[src/triangle_depth_rasterizer_top_assert.svh]
// Assertion macros used by the rasterizer top module.
`ifndef TRIANGLE_DEPTH_RASTERIZER_TOP_ASSERT_SVH
`define TRIANGLE_DEPTH_RASTERIZER_TOP_ASSERT_SVH

// Implication checked on every clock edge outside reset.
`define TDR_ASSERT_IMP(label, clk, rst, ante, cons) \
  label: assert property (@(posedge clk) disable iff (rst) (ante) |-> (cons)) \
    else $error("assertion failed");

// Next-cycle implication checked on every clock edge outside reset.
`define TDR_ASSERT_NEXT(label, clk, rst, ante, cons) \
  label: assert property (@(posedge clk) disable iff (rst) (ante) |=> (cons)) \
    else $error("assertion failed");

`endif

[src/tdr_div.sv]
// Restoring divider, one quotient bit per cycle. 64-bit dividend by 48-bit divisor.
module tdr_div (
  input  logic        clk,
  input  logic        rst,
  input  logic        go,
  input  logic [63:0] num,
  input  logic [47:0] den,
  output logic        done,
  output logic [63:0] quo
);
  logic [63:0] q;
  logic [48:0] rem;
  logic [6:0]  cnt;
  logic        run;
  logic [48:0] trial;
  assign trial = {rem[47:0], q[63]} - {1'b0, den};
  assign quo = q;
  always_ff @(posedge clk) begin
    if (rst) begin
      run <= 1'b0;
      done <= 1'b0;
    end else begin
      done <= 1'b0;
      if (go) begin
        run <= 1'b1;
        cnt <= 7'd0;
        q <= num;
        rem <= '0;
      end else if (run) begin
        if (!trial[48]) begin
          rem <= trial;
          q <= {q[62:0], 1'b1};
        end else begin
          rem <= {rem[47:0], q[63]};
          q <= {q[62:0], 1'b0};
        end
        cnt <= cnt + 7'd1;
        if (cnt == 7'd63) begin
          run <= 1'b0;
          done <= 1'b1;
        end
      end
    end
  end
endmodule

[config.mk]
export PLATFORM = sky130hd
export DESIGN_NAME = tdr_div
export DESIGN_NICKNAME = d
export VERILOG_FILES = /design/src/triangle_depth_rasterizer_top_assert.svh /design/src/tdr_div.sv
export SDC_FILE = /design/constraint.sdc
export NUM_CORES = 1
export LEC_CHECK = 0
export ABC_AREA = 1
export BUFFER_PORTS_ARGS = -buffer_cell sky130_fd_sc_hd__clkbuf_2
export CAP_MARGIN = 40
export CORE_MARGIN = 2
export CORE_UTILIZATION = 32
export DETAILED_ROUTE_END_ITERATION = 12
export MAX_ROUTING_LAYER = met4
export SYNTH_ARGS = -nofsm -noshare
export SYNTH_HDL_FRONTEND = slang
export SYNTH_SLANG_ARGS = --single-unit
export TNS_END_PERCENT = 10
[constraint.sdc]
create_clock -name clk -period 24.7 [get_ports clk]
set_clock_uncertainty 0.1 [all_clocks]
set_input_delay 6.175 -clock clk [delete_from_list [all_inputs] [get_ports clk]]
set_output_delay 6.175 -clock clk [all_outputs]
set_load 0.02 [all_outputs]
==> metrics.md <==
| Metric | Value |
|---|---|
| Worst Reg-to-Reg Cells | 17 |
| Met2 routed WL | between 10000 and 15000 um |
| Vias | about 9500 |
| Diode count | 0 |
| VDD IR-drop max | between 0.04 and 0.05 mV |
| Residual DRC | 0 |
| Worst setup SP type | primary input |
| Final period utilization | 0.352 |
| R2R setup slack | approximately 22000 ps |
| Min-Delay Path Depth | 2 |
| Switching Share | 0.359 |
| WL met3 | 2030 um |
| Final setup viols | 0 |
| First-pass GRT wire length | 46300 um |
| Clock Path Buffers | 2 |
| WL/cell | about 13 um |
| Slew margin rel. | 0.468 |
| Distinct cell type count after synthesis | 36 |
| CTS tree | built |
| Root buffer cell | clkbuf_16 |
| Setup bufs post-CTS | 0 |
| RSZ-0062 raised after global routing | no |
| Num CTS Buffers | 17 |
| Final Util | 0.388 |
| Clock Sinks | around 120 |
| Critical path endpoint category | flop |
| Synthesized cell area | 10000 um2 |
| Req. time, crit path | 24650 ps |
| Tot GR Track Use | 0.182 |
| Worst Path Max Fanout | 70 |
| Yosys reg bits | around 120 |
| Psw | about 0.00028 W |
| Pre-antenna DRT Iters | 5 |
| Rows | 64 |
| Synth Instances | approximately 1600 |
| P_int | between 0.0004 and 0.0005 W |
| Clk pin slew, worst setup/hold paths | around 60 ps |
| Final Hold Vio Count | 0 |
| Core Footprint | about 31000 um2 |
| Die height | 181 um |
| Final nets | about 1900 |
| Worst Tran Pin Value | between 700 and 800 ps |
| Status | finished clean |
| Post-DRT Antenna Nets | 0 |
| Fmax achieved | about 110 MHz |
| Largest net degree at the start of global routing | 71 |
| DR top layer | met4 |
| Pwr Density | ~65 nW/um2 |
| Post-synth EDFFs | approximately 120 |
| M1 WL | about 13000 um |
| Leakage | ~6.8 nW |
| DR iter-0 viols | between 500 and 600 |
| Combinational share of power | 0.297 |
| Hpwl dp | roughly 23000 um |
| Clk pwr share | 0.369 |
| Die area | between 30000 and 40000 um2 |
| Die width | between 150 and 200 um |
| Fin Setup TNS | 0 ps |
| Hold Path Class | flop to flop |
| Worst EP arrival | just under 9000 ps |
| Hold Path Sink | done$_SDFF_PP0_ |
| Layout area overhead | 18.9% |
| Routed Wire Length | between 20000 and 30000 um |
| Setup WS post-layout | 16000 ps |
| Syn avg cell area | between 6 and 7 um2 |
| R2r endpoint | rem[28]$_SDFFCE_PP0P_ |
| IO Pins | 180 |
| Buffers on Ports | between 150 and 200 |
| Min-Delay Startpoint | run$_SDFF_PP0_ |
| Flop pwr share | 0.334 |
| Reg2reg start | quo[63]$_DFFE_PP_ |
| Number of global-route vias before repair | 9259 |
| Routability cong. | 0.925 |
| Worst-Skew Late Latency | ~420 ps |
| Avg Vias per Cell | roughly 4.4 |
| Net Count, Synth | 1734 |
| Post-synth ARST share | 0 |
| Warnings, synthesis | 0 |
| Tmin final | 8700 ps |
| Dpl ws | 15530 ps |
| Max Cap Viol | 0 |
| Seq/Total Area, Yosys | 0.360 |
| Initial Util | 0.327 |
| CTS-repair resized insts | 0 |
| Max-slew violation count | 0 |
| Main flop type after synthesis | edfxtp_1 |
| Kind of critical path | primary input to flop |
| Share of layout cells above drive strength 1 | 0.154 |
| Hold Buf Count CTS | 0 |
| Remaining global-route overflow | 0 |
| Initial antenna violation count | 0 |
| H-tree levels | 4 |
[layout make-up]
| cell class | instances | area (um2) |
|---|---|---|
| clock buffers | 18 | 429 |
| clock inverters | 14 | 210 |
| fillers | 3414 | 18800 |
| inverters | 324 | 1220 |
| multi-input cells | 1095 | 5050 |
| flip-flops and latches | 121 | 3610 |
| well taps | 396 | 495 |
| repair buffers | 183 | 926 |
[worst max path at each step]
| stage | from | cells past startpoint | end |
|---|---|---|---|
| 3_5_place_dp | go | 5 | rem[23]$_SDFFCE_PP0P_ |
| 6_report | go | 5 | rem[29]$_SDFFCE_PP0P_ |
| 3_3_place_gp | go | 5 | rem[23]$_SDFFCE_PP0P_ |
| 4_1_cts | go | 5 | rem[23]$_SDFFCE_PP0P_ |
| 2_1_floorplan | go | 4 | cnt[0]$_SDFFCE_PP0P_ |
| 5_1_grt | go | 5 | rem[23]$_SDFFCE_PP0P_ |
[synth_stat cells (3+ instances only)]
cell        n  area [um2]
a21oi_1    32         160
buf_1       4        15.0
buf_6       6        67.6
clkbuf_1   15        56.3
clkinv_1    4        15.0
edfxtp_1  119        3570
ha_1       49         613
inv_1     307        1150
inv_2      13        48.8
nand2_1   698        2620
nand2_2    17         106
nand2_4     3        33.8
nand3_1    42         210
nand4_1     9        56.3
nor2_1    173         649
nor2_2     14        87.6
nor2_4      4        45.0
nor3_1      5        25.0
nor4_1      4        25.0
xnor2_1     4        35.0
xor2_1     28         245
[worst max-delay path, cell delays in order]
cell	delay [ps]
clkbuf_2	80
buf_4	540
clkinv_2	800
a21oi_4	320
buf_4	640
[state kept, by name, summed over array words and instances, names as in the netlist]
register	cells
cnt	7
done	1
run	1
rem	48
quo	64
[metal layers]
layer  vias up  GRT usage
met3        32     0.0290
met5         -          -
met4         0     0.0514
met1      4105      0.231
met2       294      0.300
li1       5032          -
[cell usage in the layout, fill, tap and decap left out, types with 5 or more instances in the layout]
cell       instances
inv_1            307
edfxtp_1         119
nand2_2           17
ha_1              49
nand3_1           42
inv_6              6
a21oi_1           31
clkbuf_16         17
inv_2             12
nor2_2            14
nand4_1            9
xor2_1            28
nand2_1          698
clkbuf_2         179
nor2_1           173
nor3_1             5
[kinds of logic (layout without fill, tap and decap cells)]
| group | count (synthesis) | count (layout) | synth area share |
|---|---|---|---|
| xor gates and xnor gates | 32 | 32 | 0.0279 |
| and+or+nand+nor | 976 | 976 | 0.391 |
| AOI/OAI and AO/OA | 37 | 37 | 0.0193 |
| adders and majority gates | 50 | 50 | 0.0630 |
| buffers and inverters | 353 | 539 | 0.139 |
| DFF | 121 | 121 | 0.360 |
[stage by stage]
| stage | instances | cell area, um2 | hold slack (ps) | power, W |
|---|---|---|---|---|
| after floorplan | 1569 | 10000 | 322 | 0.000437 |
| after global placement | 2119 | 11300 | 397 | 0.000493 |
| after detailed placement | 2119 | 11300 | 412 | 0.000495 |
| after CTS | 2151 | 11900 | 416 | 0.000784 |
| after global routing | 2151 | 11900 | 438 | 0.000823 |
| final | 2151 | 11900 | 409 | 0.000777 |
[power groups by stage]
stage	Combinational [W]	Clock (W)	Sequential (W)
after floorplan	0.000165	0	0.000272
after global placement	0.000229	0	0.000264
after detailed placement	0.000232	0	0.000263
after CTS	0.000233	0.000291	0.000260
after global routing	0.000264	0.000297	0.000262
final	0.000231	0.000287	0.000260
(Power assumes the default switching activity.)
